$ cat config.mk
export PLATFORM = sky130hd
export DESIGN_NAME = gbc_keys
export DESIGN_NICKNAME = d
export VERILOG_FILES = /design/src/rtl/gbc_pkg.sv /design/src/rtl/gbc_keys.sv
export SDC_FILE = /design/constraint.sdc
export NUM_CORES = 1
export LEC_CHECK = 0
export ABC_AREA = 1
export BUFFER_PORTS_ARGS = -buffer_cell sky130_fd_sc_hd__buf_4
export CORE_MARGIN = 1.5
export CORE_UTILIZATION = 35
export CTS_BUF_LIST = sky130_fd_sc_hd__clkbuf_4 sky130_fd_sc_hd__clkbuf_8 sky130_fd_sc_hd__clkbuf_16
export DETAILED_ROUTE_END_ITERATION = 16
export GPL_ROUTABILITY_DRIVEN = 0
export SLEW_MARGIN = 40
export SYNTH_ARGS = -nofsm -noshare
export SYNTH_HDL_FRONTEND = slang
export SYNTH_SLANG_ARGS = --single-unit
$ cat constraint.sdc
create_clock -name clk -period 0.8 [get_ports clk]
set_clock_uncertainty 0.15 [all_clocks]
set_input_delay 0.16 -clock clk [delete_from_list [all_inputs] [get_ports clk]]
set_output_delay 0.16 -clock clk [all_outputs]
set_load 0.05 [all_outputs]
$ cat src/rtl/gbc_pkg.sv
// gbc_pkg: shared constants, s-box table and round function for the gost 64-bit cipher
// no dependencies; used by gbc_keys, gbc_round and gost_block_cipher_64
`timescale 1ns / 1ps

package gbc_pkg;

	localparam int unsigned ROUNDS    = 32;
	localparam int unsigned NUM_KEYS  = 8;
	localparam int unsigned KEY_IDX_W = 3;
	localparam int unsigned CFG_IDX_W = 8;
	localparam int unsigned HALF_W    = 32;
	localparam int unsigned RND_W     = 5;
	localparam int unsigned ROT       = 11;

	typedef logic [HALF_W-1:0] half_t;
	typedef logic [NUM_KEYS-1:0][HALF_W-1:0] key_bank_t;
	typedef logic [KEY_IDX_W-1:0] key_idx_t;
	typedef logic [3:0] nib_t;

	// row 0 serves the most significant nibble
	localparam nib_t SBOX [8][16] = '{
		'{4'h9, 4'h6, 4'h3, 4'h2, 4'h8, 4'hB, 4'h1, 4'h7,
		  4'hA, 4'h4, 4'hE, 4'hF, 4'hC, 4'h0, 4'hD, 4'h5},
		'{4'h3, 4'h7, 4'hE, 4'h9, 4'h8, 4'hA, 4'hF, 4'h0,
		  4'h5, 4'h2, 4'h6, 4'hC, 4'hB, 4'h4, 4'hD, 4'h1},
		'{4'hE, 4'h4, 4'h6, 4'h2, 4'hB, 4'h3, 4'hD, 4'h8,
		  4'hC, 4'hF, 4'h5, 4'hA, 4'h0, 4'h7, 4'h1, 4'h9},
		'{4'hE, 4'h7, 4'hA, 4'hC, 4'hD, 4'h1, 4'h3, 4'h9,
		  4'h0, 4'h2, 4'hB, 4'h4, 4'hF, 4'h8, 4'h5, 4'h6},
		'{4'hB, 4'h5, 4'h1, 4'h9, 4'h8, 4'hD, 4'hF, 4'h0,
		  4'hE, 4'h4, 4'h2, 4'h3, 4'hC, 4'h7, 4'hA, 4'h6},
		'{4'h3, 4'hA, 4'hD, 4'hC, 4'h1, 4'h2, 4'h0, 4'hB,
		  4'h7, 4'h5, 4'h9, 4'h4, 4'h8, 4'hF, 4'hE, 4'h6},
		'{4'h1, 4'hD, 4'h2, 4'h9, 4'h7, 4'hA, 4'h6, 4'h0,
		  4'h8, 4'hC, 4'h4, 4'h5, 4'hF, 4'h3, 4'hB, 4'hE},
		'{4'hB, 4'hA, 4'hF, 4'h5, 4'h0, 4'hC, 4'hE, 4'h8,
		  4'h6, 4'h2, 4'h3, 4'h9, 4'h1, 4'h7, 4'hD, 4'h4}
	};

	// key word for a round: 0..7 three times then 7..0; decrypt runs it backwards
	function automatic key_idx_t key_sel(input logic [RND_W-1:0] rnd, input logic dec);
		logic [RND_W-1:0] r;
		begin
			r = dec ? (RND_W'(ROUNDS - 1) - rnd) : rnd;
			key_sel = (r < RND_W'(24)) ? r[KEY_IDX_W-1:0] : ~r[KEY_IDX_W-1:0];
		end
	endfunction

	// add key, substitute nibbles, rotate left
	function automatic half_t round_f(input half_t a, input half_t k);
		half_t sum;
		half_t sub;
		begin
			sum = a + k;
			for (int i = 0; i < 8; i++) begin
				sub[31-4*i -: 4] = SBOX[i][sum[31-4*i -: 4]];
			end
			round_f = {sub[HALF_W-ROT-1:0], sub[HALF_W-1:HALF_W-ROT]};
		end
	endfunction

endpackage

$ cat src/rtl/gbc_keys.sv
// gbc_keys: key word register bank written through the configuration channel
// depends on gbc_pkg
`timescale 1ns / 1ps

module gbc_keys (
	input  logic                             clk,
	input  logic                             arst_n,
	input  logic                             cfg_valid,
	output logic                             cfg_ready,
	input  logic [gbc_pkg::CFG_IDX_W-1:0]    cfg_index,
	input  gbc_pkg::half_t                   cfg_data,
	output gbc_pkg::key_bank_t               keys
);

	gbc_pkg::key_bank_t keys_q;
	logic               hit;

	assign cfg_ready = 1'b1;
	// indexes past the bank are dropped
	assign hit = cfg_index < gbc_pkg::CFG_IDX_W'(gbc_pkg::NUM_KEYS);

	always_ff @(posedge clk or negedge arst_n) begin
		if (!arst_n) begin
			keys_q <= '0;
		end else if (cfg_valid && hit) begin
			keys_q[cfg_index[gbc_pkg::KEY_IDX_W-1:0]] <= cfg_data;
		end
	end

	assign keys = keys_q;

endmodule

==> results of run 1 <==
## layout by cell type (no fill, tap or decap), drive strengths merged
| master | n |
|---|---|
| clkbuf | 59 |
| conb | 1 |
| nand2 | 582 |
| dfrtp | 256 |
| diode | 1 |
| clkinv | 4 |
| nor2 | 14 |
| bufinv | 5 |
| bufbuf | 2 |
| dlygate4sd3 | 32 |
| nand4 | 192 |
| buf | 464 |
| inv | 7 |
| nand3 | 11 |
## cells in the mapped netlist
master	instances
conb_1	1
buf_1	2
dfrtp_1	256
inv_2	3
clkbuf_1	58
nor2_1	11
nand3_1	11
nor2_2	3
buf_2	32
inv_1	4
nand4_1	192
clkbuf_2	32
nand2_1	582
buf_4	1
## stage by stage
step | TNS [ps] | hold WS, ps
after global routing | -210130 | -525
after detailed placement | -185680 | -166
after CTS | -279700 | -4.08
after global placement | -183130 | -164
final | -196090 | -521
after floorplan | -87880 | -286
## layout make-up
cell class / instances / area (um2)
clock buffer: 42 / 892
multi-input combinational: 800 / 4270
antenna: 1 / 2.50
tap: 390 / 488
timing repair buffer: 515 / 6490
sequential: 256 / 6730
clock inverter: 9 / 170
fill: 2225 / 10500
inverter: 7 / 48.8
## repair_timing
| action | in CTS | in global routing |
|---|---|---|
| pin swaps | 18 | 25 |
| setup buffers | 23 | 49 |
| gates resized for setup | 342 | 222 |
| setup endpoints to repair | 506 | 512 |
| gates cloned | 26 | 22 |
| endpoints found under the hold margin | 512 | 139 |
## cells by family (layout without fill, tap and decap cells)
logic type,count (synthesis),count (layout)
simple gates,799,799
flops,256,256
buf+inv,132,573
other cells,1,2
## per-layer routing
layer  wire [um]  part of all wire [%]  up-vias  global-route usage (%)
li1            -                     -     4763                       -
met1       18400                    39     5388                    36.6
met2       22600                    48      569                    43.3
met3        3500                   7.5      142                    5.53
met4        2170                   4.6        0                    12.1
met5           0                     0        -                       0
## worst max path at each step
stage	endpoint	slack [ps]	depth (start not counted)
finish	keys[204]	-670	1
global route	keys[217]	-680	1
CTS	keys[160]	-670	1
detailed placement	keys[47]	-820	9
global placement	keys[60]	-830	9
floorplan	keys[100]	-370	8
## where the power goes
part	internal [W]	switching, W
clock network	0.00926	0.00539
registers	0.0137	0.000625
logic	0.00254	0.00429
total	0.0255	0.0103
==> out/results.tsv, run 1 <==
metric	value	unit
totalPowerFinal	0.0358	W
rr_endpoint	keys[159]	
io_pins	300	
synth_cell_types	14	
timing.hold.ws	-521	ps
crit_chain	buf_6	
syn_avg_cell_area	8.83	um2
grt_usage	27.4	%
place_area	14000	um2
synth_top_area_share	61.1	%
maxCapViolCount	0	
hold_viol	161	
synthToLayoutAreaGrowth	82.0	%
fin_crit_sh	183	%
worst-path-max-fanout	2	
grt_setup_unrepaired	true	
fin_crit	1470	ps
grt-ovfl-total	0	
drt_wl_total	46700	um
syn_area	10500	um2
synth_area_leaders	dfrtp_1, nand2_1, nand4_1, clkbuf_1, buf_2	
setup_viol	512	
port_buffers	298	
final_area	19100	um2
synthAdderAreaFrac	0	%
setup_ws	-666	ps
dp_cells	1819	
synth-compound-area-share	0	%
critPathRequiredTime	490	ps
initial_core_util	35.5	%
cts_hold_buf	33	
criticalPathCategory	flop to primary output	
cts_buffers	28	
dr.pass1.iters	5	
hpwl	25400	um
synth_top_area_cell	dfrtp_1	
drive_above_1_share	58.9	%
grt_pass1_wl	64300	um
clock_path_buffers	3	
worstSetupStartpoint	keys[204]	
clk_pin_slew_worst_paths	60	ps
slowest_delay	450	ps
routed_via_density	5.38	
power.density	1870	nW/um2
slew_violations	0	
netlist_instances	1188	
cpMaxStageDelayCell	dfrtp_2	
rr_worst_depth	4	
violations	negative hold slack, negative setup slack	
drt-initial-drc-count	923	
dp_slack	-821	ps
synth_top_family_by_area	simple AND/OR/NAND/NOR gates	
yosys.area_share.simple	33.4	%
wl_per_cell	23.1	um
yosys-mux-area-fraction	0	%
critical_path_buf_inv_count	1	
clockRootBuffer	clkbuf_16	
synth_xor_area_share	0	%
min_path_type	primary input to asynchronous set/reset pin	
synth_nets	1231	
die_h	176	um
final_core_util	64.6	%
remaining_drc_errors	0	
outcome	finished with violations	
grt_max_degree	48	
ir_drop	1.42	mV
critPathTopFamily	flip-flops	
leakage	9.33	nW
nets	1651	
die-area	31000	um2
insertion_delay	540	ps
timing.rr.start	keys[159]	
cp.arrival	1160	ps
row_count	63	
coreArea	29600	um2
endpoint_kind	primary output	
antenna_found_initial	1	
seq_area_frac_synth	61.1	%
fin_cells	2020	
fmax	682	MHz
ant_nets	0	
vias	10900	
start_kind	flop	
largest_reg_flops	256	
synth_seq_cells	256	
yosys_warnings	0	
grt_pass1_vias	10300	
cts_tree	yes	
r2r_setup_slack	-240	ps
cts.sinks	256	
die_x	176	um
htree_levels	1	
(Power assumes the default switching activity.)
==> run 2: changes to the inputs <==
- SKIP_LAST_GASP: unset -> 1
==> run 2 against run 1 <==
Net effect: the run still ends with negative hold slack, negative setup slack left; cell area about the same; largest power group unchanged; count of clock-buffer cells in the layout did not move; critical path type unchanged; first-iteration DRC count is 0.43% higher; highest routed layer unchanged; critical endpoint unchanged; register-to-register slack is essentially flat; routed wire length hardly changed; combinational power about the same; non-clock buffer count unchanged.
==> out/results.tsv, run 2 (synthesized netlist as in run 1, its figures left out) <==
metric	value	unit
outcome	finished with violations	
violations	negative hold slack, negative setup slack	
die-area	31000	um2
hpwl	25400	um
grt_max_degree	48	
tns	-196160	ps
worst-path-max-fanout	2	
htree_levels	1	
dp_cells	1819	
cts.sinks	256	
nets	1651	
leakage	9.33	nW
power.density	1880	nW/um2
critical_path_buf_inv_count	1	
die_h	176	um
coreArea	29600	um2
insertion_delay	540	ps
ir_drop	1.42	mV
drive_above_1_share	58.9	%
wl_per_cell	23.1	um
ant_nets	0	
clock_path_buffers	3	
slowest_delay	450	ps
fin_cells	2020	
drt_wl_total	46700	um
totalPowerFinal	0.0358	W
setup_ws	-666	ps
dp_slack	-821	ps
cpMaxStageDelayCell	dfrtp_2	
criticalPathCategory	flop to primary output	
min_path_type	primary input to asynchronous set/reset pin	
antenna_found_initial	1	
critPathTopFamily	flip-flops	
routed_via_density	5.37	
io_pins	300	
row_count	63	
vias	10800	
fin_crit_sh	183	%
initial_core_util	35.5	%
cts_buffers	28	
endpoint_kind	primary output	
cp.arrival	1160	ps
grt_setup_unrepaired	true	
grt_pass1_vias	10300	
setup_viol	512	
fin_crit	1470	ps
hold_viol	160	
drt-initial-drc-count	927	
timing.hold.ws	-521	ps
grt-ovfl-total	0	
final_cell_mix	nand2_1, buf_6, dfrtp_2, nand4_1, nand2_2	
die_x	176	um
start_kind	flop	
synthToLayoutAreaGrowth	81.9	%
cts_hold_buf	33	
cts_tree	yes	
grt_pass1_wl	64300	um
remaining_drc_errors	0	
clk_pin_slew_worst_paths	60	ps
layout_commonest_cell	nand2_1	
critPathRequiredTime	490	ps
port_buffers	298	
slew_violations	0	
fmax	682	MHz
crit_chain	buf_6	
dr.pass1.iters	5	
maxCapViolCount	0	
largest_reg_flops	256	
grt_usage	27.4	%
clockRootBuffer	clkbuf_16	
run 2: layout make-up:
class | count | area (um2)
clock buffers | 42 | 892
repair buffers | 515 | 6490
well taps | 390 | 488
clock inverters | 9 | 170
multi-input cells | 800 | 4270
fillers | 2227 | 10500
flip-flops and latches | 256 | 6730
inverters | 7 | 48.8
diodes | 1 | 2.50
run 2: timing repair:
action,CTS,global route
resized for setup,342,221
buffers inserted,23,49
hold endpoints to repair,512,139
cloned,26,22
pin swaps,18,25
endpoints found under the setup margin,506,512
run 2: worst paths after layout:
kind,from,endpoint,slack (ps),cells past startpoint
worst max-delay path,keys[204],keys[204],-670,1
worst min-delay path,arst_n,keys[88],-520,2
worst max register to register,keys[159],keys[159],-240,4
worst min register to register,keys[176],keys[176],340,2
max in group asynchronous,arst_n,keys[0],350,4
min in group clk,cfg_index[0],keys[155],40,5
run 2: where the power goes:
part           switching (W)  internal, W
combinational        0.00429      0.00253
clock                0.00540      0.00926
sequential          0.000625       0.0137
total                 0.0103       0.0255
run 2: through the flow:
| step | area, um2 | utilization [%] |
|---|---|---|
| 2_1_floorplan | 11200 | - |
| 3_3_place_gp | 14000 | 47.3 |
| 3_5_place_dp | 14000 | 47.3 |
| 4_1_cts | 17600 | 59.6 |
| 5_1_grt | 19100 | 64.6 |
| 6_report | 19100 | 64.6 |
run 2: routing by layer:
metal,track usage [%],up-vias,wire length (um),share of wire (%)
met1,36.6,5381,18400,40
met4,12.1,0,2080,4.5
met3,5.53,131,3490,7.5
li1,-,4758,-,-
met2,43.3,568,22700,49
met5,0,-,0,0
run 2: worst reg2reg max path, delay by kind of cell, from the launching register on:
family | cells | cell delay, ps
buffers and inverters | 2 | 260
DFF | 1 | 420
and+or+nand+nor | 2 | 100
==> run 3: changes to the inputs <==
- clock period: 0.8 -> 1.6 ns (I/O delays scaled with it)
==> run 3 against run 2 <==
Net effect: hold slack better by 600 ps; critical path type unchanged; the run ends with negative setup slack left; die area unchanged; sequential cell count unchanged; combinational power down 56%; critical path depth stayed put; worst setup slack better by 630 ps; cell count is 2.1% lower; first-iteration DRC count shrank 22%; clock power decreased by 55%; global-route usage down 3.2 points; via count is 8.6% lower; register-to-register slack better by 830 ps.
==> out/results.tsv, run 3 (synthesized netlist as in run 1, its figures left out) <==
metric	value	unit
fin_crit	1630	ps
critPathTopFamily	flip-flops	
htree_levels	1	
swShare	29.5	%
clk_pin_slew_worst_paths	60	ps
die_h	176	um
antenna_found_initial	0	
crit_chain	buf_6	
start_kind	flop	
initial_core_util	35.5	%
critical_path_buf_inv_count	1	
clockRootBuffer	clkbuf_16	
dr.pass1.iters	5	
outcome	finished with violations	
power.density	1020	nW/um2
hpwl	24900	um
endpoint_kind	primary output	
worst-path-max-fanout	2	
grt_usage	24.2	%
final_cell_mix	nand2_1, dfrtp_1, buf_6, nand4_1, buf_4	
comb_power_share	18.1	%
layout_commonest_cell	nand2_1	
fmax	612	MHz
drive_above_1_share	32.1	%
p_switching	0.00493	W
cts.sinks	256	
criticalPathCategory	flop to primary output	
pwr-share-clk	39.7	%
hold_viol	0	
die-area	31000	um2
row_count	63	
fin_crit_sh	102	%
slowest_delay	430	ps
cts_buffers	29	
violations	negative setup slack	
grt_pass1_wl	58300	um
setup_ws	-33.2	ps
grt-ovfl-total	0	
grt_max_degree	70	
critPathRequiredTime	1130	ps
grt_pass1_vias	9807	
nFillCells	2645	
ant_nets	0	
io_pins	300	
maxCapViolCount	0	
r2r_setup_slack	590	ps
fin_cells	1978	
wl_per_cell	19.3	um
leakage	8.96	nW
routed_via_density	5.01	
grt_setup_unrepaired	true	
vias	9910	
cpMaxStageDelayCell	dfrtp_1	
final_core_util	55.3	%
diodes	0	
place_area	13500	um2
p_seq_share	42.2	%
clock_path_buffers	3	
insertion_delay	540	ps
final_area	16400	um2
dp_cells	1816	
cp.arrival	1160	ps
min_path_type	primary input to asynchronous set/reset pin	
port_buffers	298	
remaining_drc_errors	0	
coreArea	29600	um2
nets	1611	
slew_violations	0	
setup_viol	17	
drt_wl_total	38300	um
timing.hold.ws	77.3	ps
synthToLayoutAreaGrowth	55.9	%
die_x	176	um
largest_reg_flops	256	
tns	-177	ps
cts_tree	yes	
drt-initial-drc-count	724	
ir_drop	0.858	mV
intPower	0.0118	W
run 3: worst paths after layout:
path	from	end	depth (start not counted)
hold / removal	arst_n	keys[225]	2
hold reg to reg	keys[1]	keys[1]	2
max in group asynchronous	arst_n	keys[22]	3
min in group clk	cfg_index[6]	keys[73]	5
setup reg to reg	keys[159]	keys[159]	4
setup / recovery	keys[127]	keys[127]	1
run 3: power groups by stage:
stage / combinational (W) / clock (W) / sequential (W)
6_report: 0.00303 / 0.00664 / 0.00705
5_1_grt: 0.00320 / 0.00699 / 0.00707
4_1_cts: 0.00294 / 0.00677 / 0.00705
3_5_place_dp: 0.00264 / 0 / 0.00711
3_3_place_gp: 0.00263 / 0 / 0.00711
2_1_floorplan: 0.000494 / 0 / 0.00815
run 3: layer usage:
| layer | track usage (%) | wire length [um] | part of all wire, % | vias to the layer above |
|---|---|---|---|---|
| met3 | 4.91 | 2770 | 7.2 | 50 |
| met2 | 39.9 | 18200 | 48 | 353 |
| met1 | 32.7 | 16500 | 43 | 4853 |
| met5 | 0 | 0 | 0 | - |
| met4 | 6.05 | 813 | 2.1 | 0 |
| li1 | - | - | - | 4654 |
run 3: area by class of cell:
class / count / area (um2) / share of cell area [%]
clock inverters: 6 / 62.6 / 0.382
inverters: 7 / 26.3 / 0.161
flip-flops and latches: 256 / 6410 / 39.2
clock buffers: 45 / 890 / 5.44
multi-input cells: 800 / 3590 / 22.0
well taps: 390 / 488 / 2.98
repair buffers: 474 / 4890 / 29.9
run 3: per-stage QoR:
step           total power [W]  setup WS [ps]
3_5_place_dp           0.00975          -33.6
6_report                0.0167          -33.2
5_1_grt                 0.0173          -57.6
4_1_cts                 0.0168          -63.6
3_3_place_gp           0.00973          -10.1
2_1_floorplan          0.00864            151
run 3: timing repair:
item                                    in CTS  in global routing
endpoints found under the setup margin     252                188
buffers inserted                            24                 54
gates resized for setup                    252                  3
hold buffers                                33                  0
hold endpoints to repair                   510                  0
pin swaps                                    0                  0
