`config.mk`:
```
export PLATFORM = sky130hd
export DESIGN_NAME = gbc_round
export DESIGN_NICKNAME = d
export VERILOG_FILES = /design/src/rtl/gbc_pkg.sv /design/src/rtl/gbc_round.sv
export SDC_FILE = /design/constraint.sdc
export NUM_CORES = 1
export LEC_CHECK = 0
export BUFFER_PORTS_ARGS = -buffer_cell sky130_fd_sc_hd__clkbuf_2
export CAP_MARGIN = 0
export CORE_AREA = 3 3 153 155
export DETAILED_ROUTE_END_ITERATION = 12
export DIE_AREA = 0 0 156 158
export PLACE_DENSITY = 0.47
export RECOVER_POWER = 25
export REMOVE_ABC_BUFFERS = 1
export SYNTH_ARGS = -nofsm -noshare
export SYNTH_HDL_FRONTEND = slang
export SYNTH_SLANG_ARGS = --single-unit
export TNS_END_PERCENT = 10
```
`constraint.sdc`:
```
create_clock -name clk -period 2.8 [get_ports clk]
set_clock_uncertainty 0.2 [all_clocks]
set_input_delay 0.14 -clock clk [delete_from_list [all_inputs] [get_ports clk]]
set_output_delay 0.14 -clock clk [all_outputs]
set_load 0.005 [all_outputs]
```
`src/rtl/gbc_pkg.sv`:
```
// gbc_pkg: shared constants, s-box table and round function for the gost 64-bit cipher
// no dependencies; used by gbc_keys, gbc_round and gost_block_cipher_64
`timescale 1ns / 1ps

package gbc_pkg;

	localparam int unsigned ROUNDS    = 32;
	localparam int unsigned NUM_KEYS  = 8;
	localparam int unsigned KEY_IDX_W = 3;
	localparam int unsigned CFG_IDX_W = 8;
	localparam int unsigned HALF_W    = 32;
	localparam int unsigned RND_W     = 5;
	localparam int unsigned ROT       = 11;

	typedef logic [HALF_W-1:0] half_t;
	typedef logic [NUM_KEYS-1:0][HALF_W-1:0] key_bank_t;
	typedef logic [KEY_IDX_W-1:0] key_idx_t;
	typedef logic [3:0] nib_t;

	// row 0 serves the most significant nibble
	localparam nib_t SBOX [8][16] = '{
		'{4'h9, 4'h6, 4'h3, 4'h2, 4'h8, 4'hB, 4'h1, 4'h7,
		  4'hA, 4'h4, 4'hE, 4'hF, 4'hC, 4'h0, 4'hD, 4'h5},
		'{4'h3, 4'h7, 4'hE, 4'h9, 4'h8, 4'hA, 4'hF, 4'h0,
		  4'h5, 4'h2, 4'h6, 4'hC, 4'hB, 4'h4, 4'hD, 4'h1},
		'{4'hE, 4'h4, 4'h6, 4'h2, 4'hB, 4'h3, 4'hD, 4'h8,
		  4'hC, 4'hF, 4'h5, 4'hA, 4'h0, 4'h7, 4'h1, 4'h9},
		'{4'hE, 4'h7, 4'hA, 4'hC, 4'hD, 4'h1, 4'h3, 4'h9,
		  4'h0, 4'h2, 4'hB, 4'h4, 4'hF, 4'h8, 4'h5, 4'h6},
		'{4'hB, 4'h5, 4'h1, 4'h9, 4'h8, 4'hD, 4'hF, 4'h0,
		  4'hE, 4'h4, 4'h2, 4'h3, 4'hC, 4'h7, 4'hA, 4'h6},
		'{4'h3, 4'hA, 4'hD, 4'hC, 4'h1, 4'h2, 4'h0, 4'hB,
		  4'h7, 4'h5, 4'h9, 4'h4, 4'h8, 4'hF, 4'hE, 4'h6},
		'{4'h1, 4'hD, 4'h2, 4'h9, 4'h7, 4'hA, 4'h6, 4'h0,
		  4'h8, 4'hC, 4'h4, 4'h5, 4'hF, 4'h3, 4'hB, 4'hE},
		'{4'hB, 4'hA, 4'hF, 4'h5, 4'h0, 4'hC, 4'hE, 4'h8,
		  4'h6, 4'h2, 4'h3, 4'h9, 4'h1, 4'h7, 4'hD, 4'h4}
	};

	// key word for a round: 0..7 three times then 7..0; decrypt runs it backwards
	function automatic key_idx_t key_sel(input logic [RND_W-1:0] rnd, input logic dec);
		logic [RND_W-1:0] r;
		begin
			r = dec ? (RND_W'(ROUNDS - 1) - rnd) : rnd;
			key_sel = (r < RND_W'(24)) ? r[KEY_IDX_W-1:0] : ~r[KEY_IDX_W-1:0];
		end
	endfunction

	// add key, substitute nibbles, rotate left
	function automatic half_t round_f(input half_t a, input half_t k);
		half_t sum;
		half_t sub;
		begin
			sum = a + k;
			for (int i = 0; i < 8; i++) begin
				sub[31-4*i -: 4] = SBOX[i][sum[31-4*i -: 4]];
			end
			round_f = {sub[HALF_W-ROT-1:0], sub[HALF_W-1:HALF_W-ROT]};
		end
	endfunction

endpackage

```
`src/rtl/gbc_round.sv`:
```
// gbc_round: one feistel round followed by its pipeline register and handshake
// depends on gbc_pkg
`timescale 1ns / 1ps

module gbc_round #(
	parameter int unsigned ROUND = 0
) (
	input  logic               clk,
	input  logic               arst_n,
	input  gbc_pkg::key_bank_t keys,
	input  logic               up_valid,
	output logic               up_ready,
	input  gbc_pkg::half_t     up_a,
	input  gbc_pkg::half_t     up_b,
	input  logic               up_dec,
	output logic               dn_valid,
	input  logic               dn_ready,
	output gbc_pkg::half_t     dn_a,
	output gbc_pkg::half_t     dn_b,
	output logic               dn_dec
);

	localparam logic LAST = (ROUND == gbc_pkg::ROUNDS - 1);

	logic              valid_s1;
	gbc_pkg::half_t    a_s1;
	gbc_pkg::half_t    b_s1;
	logic              dec_s1;
	gbc_pkg::key_idx_t kidx;
	gbc_pkg::half_t    t;
	gbc_pkg::half_t    a_nxt;
	gbc_pkg::half_t    b_nxt;

	assign kidx = gbc_pkg::key_sel(gbc_pkg::RND_W'(ROUND), up_dec);
	assign t    = up_b ^ gbc_pkg::round_f(up_a, keys[kidx]);

	// final round keeps the halves in place
	always_comb begin
		if (LAST) begin
			a_nxt = up_a;
			b_nxt = t;
		end else begin
			a_nxt = t;
			b_nxt = up_a;
		end
	end

	assign up_ready = !valid_s1 || dn_ready;

	always_ff @(posedge clk or negedge arst_n) begin
		if (!arst_n) begin
			valid_s1 <= 1'b0;
		end else if (up_ready) begin
			valid_s1 <= up_valid;
		end
	end

	always_ff @(posedge clk) begin
		if (up_valid && up_ready) begin
			a_s1   <= a_nxt;
			b_s1   <= b_nxt;
			dec_s1 <= up_dec;
		end
	end

	assign dn_valid = valid_s1;
	assign dn_a     = a_s1;
	assign dn_b     = b_s1;
	assign dn_dec   = dec_s1;

endmodule

```
==> results of run 1 <==
state kept, by name, indices dropped and copies added, names as in the netlist:
| name | flops |
|---|---|
| dn_valid | 1 |
| dn_b | 32 |
| dn_dec | 1 |
| dn_a | 32 |
final cells by class:
| type | count | area, sq um |
|---|---|---|
| antenna | 3 | 7.51 |
| multi-input combinational | 371 | 3460 |
| sequential | 66 | 1980 |
| tap | 280 | 350 |
| fill | 2218 | 13000 |
| clock inverter | 4 | 25.0 |
| timing repair buffer | 385 | 2720 |
| clock buffer | 12 | 267 |
| inverter | 33 | 124 |
power groups by stage:
stage               Combinational [mW]  Clock [mW]  Sequential (mW)
floorplan                         1.10           0             1.36
detailed placement                1.94           0             1.35
global route                      2.44        1.19             1.34
global placement                  1.93           0             1.35
CTS                               2.11        1.15             1.33
finish                            2.19        1.11             1.32
cell families after synthesis:
| group | count (synthesis) | synth area share, % |
|---|---|---|
| AOI/OAI and AO/OA | 123 | 16.1 |
| and+or+nand+nor | 105 | 10.8 |
| DFF | 66 | 38.4 |
| xor gates and xnor gates | 62 | 10.9 |
| adders and majority gates | 61 | 14.9 |
| buffers and inverters | 37 | 2.89 |
| muxes | 20 | 6.12 |
per-layer routing:
layer	vias to the layer above	part of all wire, %
met5	-	0.51
met4	14	1.6
met3	27	9.0
met2	136	43
met1	2249	46
li1	2560	-
path summary, 6_finish.rpt:
check	startpoint	slack, ns	end
worst min register to register	dn_valid	0.80	dn_b[15]
worst max register to register	dn_valid	1.00	dn_a[12]
max in group asynchronous	arst_n	1.85	dn_valid
worst max-delay path	up_a[10]	-0.14	dn_a[10]
worst min-delay path	up_dec	0.31	dn_dec
min in group asynchronous	arst_n	0.44	dn_valid
placed cells by master, fill, tap and decap left out, types with 26 or more instances in the layout:
cell,netlist,final
nor2_1,34,33
dlygate4sd3_1,0,69
ha_1,59,44
buf_4,2,137
nand2_1,26,26
edfxtp_1,65,65
xnor2_1,34,30
clkbuf_2,0,135
inv_1,32,30
repair_timing:
item | CTS | global route
endpoints found under the setup margin | 23 | 24
gates cloned | 0 | 0
buffers inserted | 5 | 5
hold buffers | 69 | 0
resized for setup | 37 | 63
endpoints found under the hold margin | 67 | 0
pin swaps | 19 | 38
through the flow:
stage	TNS, ns	area, sq um	hold WS, ns
after floorplan	-5.70	5130	-0.356
after global placement	-12.42	7370	-0.284
after detailed placement	-13.10	7370	-0.282
after CTS	-1.06	8600	0.296
after global routing	-4.37	8930	0.306
final	-0.998	8930	0.314
==> metrics.csv, run 1 <==
stage,metric,value,unit
power,worst vdd ir,0.234,mV
sta,worst slew pin tran,0.576,ns
global_routing,largest net degree at the start of global routing,35,
synthesis,Yosys top cell area share,37.9,%
synthesis,Ys Warns,0,
sta,Final Max Slew Viols,0,
critical_path,"CP delay by family, top",simple AND/OR/NAND/NOR gates,
floorplanning,FP Rows,54,
cts,cts bufs inserted,9,
synthesis,most frequent cell after synthesis,edfxtp_1,
sta,Worst slew margin,61.3,%
place,Port Buf Inserts,167,
route,number of remaining DRC errors,0,
cells_and_area,fin cells,1154,
floorplanning,number of I/O pins,392,
floorplanning,die area,0.0246,sq mm
hold_path,Hold Path Cell Cnt,2,
place,Placer Congestion,0.823,
cells_and_area,"Area growth, synth to finish",73.2,%
cts,"Reg clk slew, reported paths",0.06,ns
sta,final worst setup slack,-0.143,ns
cells_and_area,layout cell share with drive strength beyond 1,45.2,%
global_routing,grt peak-use layer,met2,
global_routing,GR Util met3,6.21,%
route,Vias/cell,4.32,
cts,total clock sinks,66,
sta,RSZ-0062 raised after global routing,yes,
cells_and_area,final core area utilization,40.7,%
floorplanning,Starting Density,23.5,%
global_routing,met1 Track Usage GR,17.8,%
critical_path,Worst EP required,2.69,ns
route,drt total wl,16600,microns
critical_path,R2R depth,3,
synthesis,top post-synthesis cells by count,"edfxtp_1, ha_1, nor2_1, xnor2_1",
global_routing,vias in the first global route,5076,
sta,final worst-path cycle share,105,%
route,"antenna viol nets, final",0,
cells_and_area,nets@finish,1251,
critical_path,Worst Setup Start Kind,primary input,
synthesis,Netlist cell types,64,
synthesis,dominant synthesized flop cell,edfxtp_1,
cts,clock buffer depth,2,
floorplanning,Die X,156,microns
global_routing,total global routing overflow,0,
hold_path,Hold Crit Class,primary input to register,
critical_path,Worst Setup End Kind,register,
sta,"Hold Violations, Final",0,
sta,final count of negative-setup-slack endpoints,15,
synthesis,Synth area leader,edfxtp_1,
power,PwrDens,517,mW/mm^2
cts,CTS HTree Levels,3,
synthesis,sequential cell area fraction in the yosys report,38.4,%
global_routing,first-pass GRT wire length,25900,microns
critical_path,critical path depth,12,
route,detailed-route via count,4986,
sta,max frequency,340,MHz
power,sequential share of power,28.7,%
cts,CTS Root Cell,clkbuf_16,
power,Tot Pwr,4.62,mW
route,WL per Instance,14.4,microns
place,Placement Setup Slack,-0.646,ns
global_routing,initial antenna violation count,10,
power,P_int,3.15,mW
critical_path,WP buf/inv,1,
synthesis,number of flops mapped to enable cells by yosys,65,
power,logic gate share of total power,47.4,%
critical_path,critical path cell sequence,buf_8 -> ha_4 -> nand4_1 -> or4_4 -> a211oi_2 -> nand3b_4 -> a2111oi_4 -> or4b_4 -> nand3_4 -> nor3b_2 -> a311o_1 -> xnor2_1,
power,switching portion of total power,31.8,%
run,MaxCap Viol Count,0,
run_status,status,"complete, but fails checks",
synthesis,ranking of synthesized cells by area,"edfxtp_1, ha_1, xnor2_1",
power,Leakage,3.89,nW
place,Final HPWL DP,13600,microns
global_routing,gr usage total,13.5,%
synthesis,ys async rst share,1.52,%
critical_path,Worst EP arrival,2.83,ns
place,placed cell count,1056,
critical_path,"Slowest-stage cell, CP",or4_4,
global_routing,M2 GR Usage,19.8,%
critical_path,crit path max fanout,5,
cts,CTS tree,built,
cts,"Clk Latency, worst-skew pair",0.33,ns
route,DRT Pass-1 Iters,5,
synthesis,synthesized area per cell,10.9,sq um
power,clock power share,24.0,%
run_status,violated checks,negative setup slack,
synthesis,Synth Cell Area,0.00515,sq mm
critical_path,critical path type,primary input to register,
power,Psw,1.47,mW
synthesis,#FFs+latches synth,66,
route,initial DRC count,166,
floorplanning,core area,0.0220,sq mm
critical_path,crit-path max cell delay,0.56,ns
floorplanning,Die Y,158,microns
synthesis,Syn Inst Count,474,
sta,Period minus WS final,2.94,ns
No activity file was read; power rests on OpenSTA's default activity.
==> run 2, diff against run 1 <==
--- a/config.mk
+++ b/config.mk
@@ -5,12 +5,12 @@
 export SDC_FILE = /design/constraint.sdc
 export NUM_CORES = 1
 export LEC_CHECK = 0
-export BUFFER_PORTS_ARGS = -buffer_cell sky130_fd_sc_hd__clkbuf_2
+export BUFFER_PORTS_ARGS = -buffer_cell sky130_fd_sc_hd__buf_2
 export CAP_MARGIN = 0
-export CORE_AREA = 3 3 153 155
+export CORE_AREA = 3 3 150 152
 export DETAILED_ROUTE_END_ITERATION = 12
-export DIE_AREA = 0 0 156 158
-export PLACE_DENSITY = 0.47
+export DIE_AREA = 0 0 153 155
+export PLACE_DENSITY = 0.49
 export RECOVER_POWER = 25
 export REMOVE_ABC_BUFFERS = 1
 export SYNTH_ARGS = -nofsm -noshare
==> run 2 against run 1 <==
Net effect:
- the flow still finishes with violations (negative setup slack)
- hold slack got worse by 0.0075 ns
- global-route usage up 0.86 points
- first-iteration DRC count increased by 19%
- die area shrank 3.8%
- via count increased by 0.46%
- fmax decreased by 0.38%
- worst setup slack worse by 0.011 ns
- sequential power about the same
- register-to-register slack hardly changed
- clock power barely moved
- critical endpoint unchanged
- largest cell class unchanged
==> metrics.csv, run 2 (same netlist as run 1, synthesis figures left out) <==
stage,metric,value,unit,change
cells_and_area,layout cell share with drive strength beyond 1,46.8,%,was 45.2%
cts,total clock sinks,66,,unchanged
route,number of remaining DRC errors,0,,unchanged
floorplanning,Starting Density,24.4,%,was 23.5%
sta,TNS Setup,-0.507,ns,was -0.998 ns
place,Placer Congestion,0.827,,was 0.823
critical_path,Worst Setup End Kind,register,,unchanged
cts,clock buffer depth,2,,unchanged
global_routing,first-pass GRT wire length,26900,microns,"was 25,900 microns"
sta,final worst-path cycle share,106,%,was 105%
cells_and_area,"most common cell after layout, fill and taps aside",buf_2,,was buf_4
sta,Period minus WS final,2.95,ns,was 2.94 ns
run,MaxCap Viol Count,0,,unchanged
critical_path,Critical Path Start,up_a[10],,unchanged
run_status,status,"complete, but fails checks",,unchanged
critical_path,"Slowest-stage cell, CP",or4_4,,unchanged
cts,CTS tree,built,,unchanged
global_routing,initial antenna violation count,15,,was 10
place,Port Buf Inserts,167,,unchanged
floorplanning,Die Y,155,microns,was 158 microns
global_routing,largest net degree at the start of global routing,34,,was 35
global_routing,total global routing overflow,0,,unchanged
critical_path,R2R depth,3,,unchanged
cells_and_area,nets@finish,1246,,"was 1,251"
hold_path,Hold Crit Class,primary input to register,,unchanged
critical_path,crit path max fanout,6,,was 5
place,placed cell area,0.00736,sq mm,was 0.00737 sq mm
cts,CTS HTree Levels,3,,unchanged
place,Final HPWL DP,14000,microns,"was 13,600 microns"
cts,"Clk Latency, worst-skew pair",0.34,ns,was 0.33 ns
sta,final worst setup slack,-0.154,ns,was -0.143 ns
route,drt total wl,17200,microns,"was 16,600 microns"
cells_and_area,"Area growth, synth to finish",72.5,%,was 73.2%
critical_path,Worst EP required,2.69,ns,about the same
route,initial DRC count,198,,was 166
critical_path,Worst EP arrival,2.84,ns,was 2.83 ns
critical_path,r2r setup slk,0.99,ns,was 1.00 ns
route,DRT Pass-1 Iters,4,,was 5
sta,worst slew pin tran,0.540,ns,was 0.576 ns
cells_and_area,most frequent cells in the layout,"buf_2, buf_4, dlygate4sd3_1",,"was buf_4, clkbuf_2, dlygate4sd3_1"
run_status,violated checks,negative setup slack,,unchanged
critical_path,Worst Setup Start Kind,primary input,,unchanged
critical_path,FF-to-FF Start,dn_valid,,unchanged
route,WL per Instance,15.1,microns,was 14.4 microns
floorplanning,number of I/O pins,392,,unchanged
route,detailed-route via count,5009,,"was 4,986"
cells_and_area,final instance area,0.00889,sq mm,was 0.00893 sq mm
sta,max frequency,339,MHz,was 340 MHz
power,worst vdd ir,0.299,mV,was 0.234 mV
sta,final count of negative-setup-slack endpoints,10,,was 15
critical_path,critical path depth,12,,unchanged
floorplanning,Die X,153,microns,was 156 microns
route,"antenna viol nets, final",0,,unchanged
critical_path,WP buf/inv,1,,unchanged
sta,Final Max Slew Viols,0,,unchanged
route,Vias/cell,4.38,,was 4.32
sta,RSZ-0062 raised after global routing,yes,,unchanged
cts,CTS Root Cell,clkbuf_16,,unchanged
floorplanning,FP Rows,53,,was 54
critical_path,CP Capture Point,dn_a[10],,unchanged
global_routing,gr usage total,14.3,%,was 13.5%
critical_path,"CP delay by family, top",simple AND/OR/NAND/NOR gates,,unchanged
power,Leakage,3.86,nW,was 3.89 nW
global_routing,vias in the first global route,5186,,"was 5,076"
floorplanning,core area,0.0212,sq mm,was 0.0220 sq mm
critical_path,crit-path max cell delay,0.55,ns,was 0.56 ns
critical_path,critical path type,primary input to register,,unchanged
sta,"Hold Violations, Final",0,,unchanged
power,PwrDens,519,mW/mm^2,was 517 mW/mm^2
sta,Worst slew margin,63.7,%,was 61.3%
floorplanning,die area,0.0237,sq mm,was 0.0246 sq mm
cts,cts bufs inserted,9,,unchanged
critical_path,critical path cell sequence,buf_8 -> ha_4 -> nand4_1 -> or4_4 -> a211oi_2 -> nand3b_4 -> a2111oi_2 -> or4b_4 -> nand3_4 -> nor3b_2 -> a311o_1 -> xnor2_1,,was buf_8 -> ha_4 -> nand4_1 -> or4_4 -> a211oi_2 -> nand3b_4 -> a2111oi_4 -> or4b_4 -> nand3_4 -> nor3b_2 -> a311o_1 -> xnor2_1
cts,"Reg clk slew, reported paths",0.06,ns,about the same
critical_path,Crit Reg-Reg Endpoint,dn_a[13],,was dn_a[12]
[run 2: changes by cell type in the layout (fill, tap and decap cells not counted), moves of 6 or more]
cell,delta
buf_2,+145
clkbuf_1,-10
clkbuf_2,-135
clkbuf_4,-6
[run 2: cell type report]
type	count	area (sq um)
diodes	2	5.00
clock buffers	10	229
clock inverters	6	57.6
fillers	2059	12300
inverters	33	124
multi-input cells	371	3480
flip-flops and latches	66	1980
well taps	275	344
repair buffers	380	2670
[run 2: repair_timing]
item                       4_1_cts  5_1_grt
gates resized for setup         65       28
setup buffers                    5        1
hold buffers                    69        0
setup endpoints to repair       22       23
hold endpoints to repair        67        0
pin swaps                       26       12
[run 2: worst min path at each step]
stage / startpoint / to / cells past startpoint
floorplan: arst_n / dn_valid / 0
global placement: arst_n / dn_valid / 1
detailed placement: arst_n / dn_valid / 1
CTS: up_dec / dn_dec / 2
global route: up_dec / dn_dec / 2
finish: up_dec / dn_dec / 2
[run 2: per-layer routing]
| layer | share of wire (%) | GRT usage [%] | routed length, microns |
|---|---|---|---|
| met5 | 0.87 | 0 | 150 |
| met4 | 1.1 | 3.44 | 190 |
| met3 | 8.0 | 6.62 | 1390 |
| met2 | 44 | 22.0 | 7510 |
| met1 | 46 | 18.5 | 7990 |
[run 2: where the power goes]
group	internal, mW	switching, mW	total [mW]
sequential	1.29	0.0302	1.32
combinational	1.17	1.01	2.18
clock	0.682	0.436	1.12
total	3.14	1.48	4.62
[run 2: through the flow]
stage	std cells	hold WS (ns)	setup WS (ns)	util, %	total power, mW
after floorplan	470	-0.356	-0.476	-	2.46
after global placement	1050	-0.285	-0.654	34.8	3.25
after detailed placement	1050	-0.285	-0.665	34.8	3.27
after CTS	1140	0.299	-0.128	41.4	4.60
after global routing	1143	0.302	-0.254	42.0	4.95
final	1143	0.306	-0.154	42.0	4.62
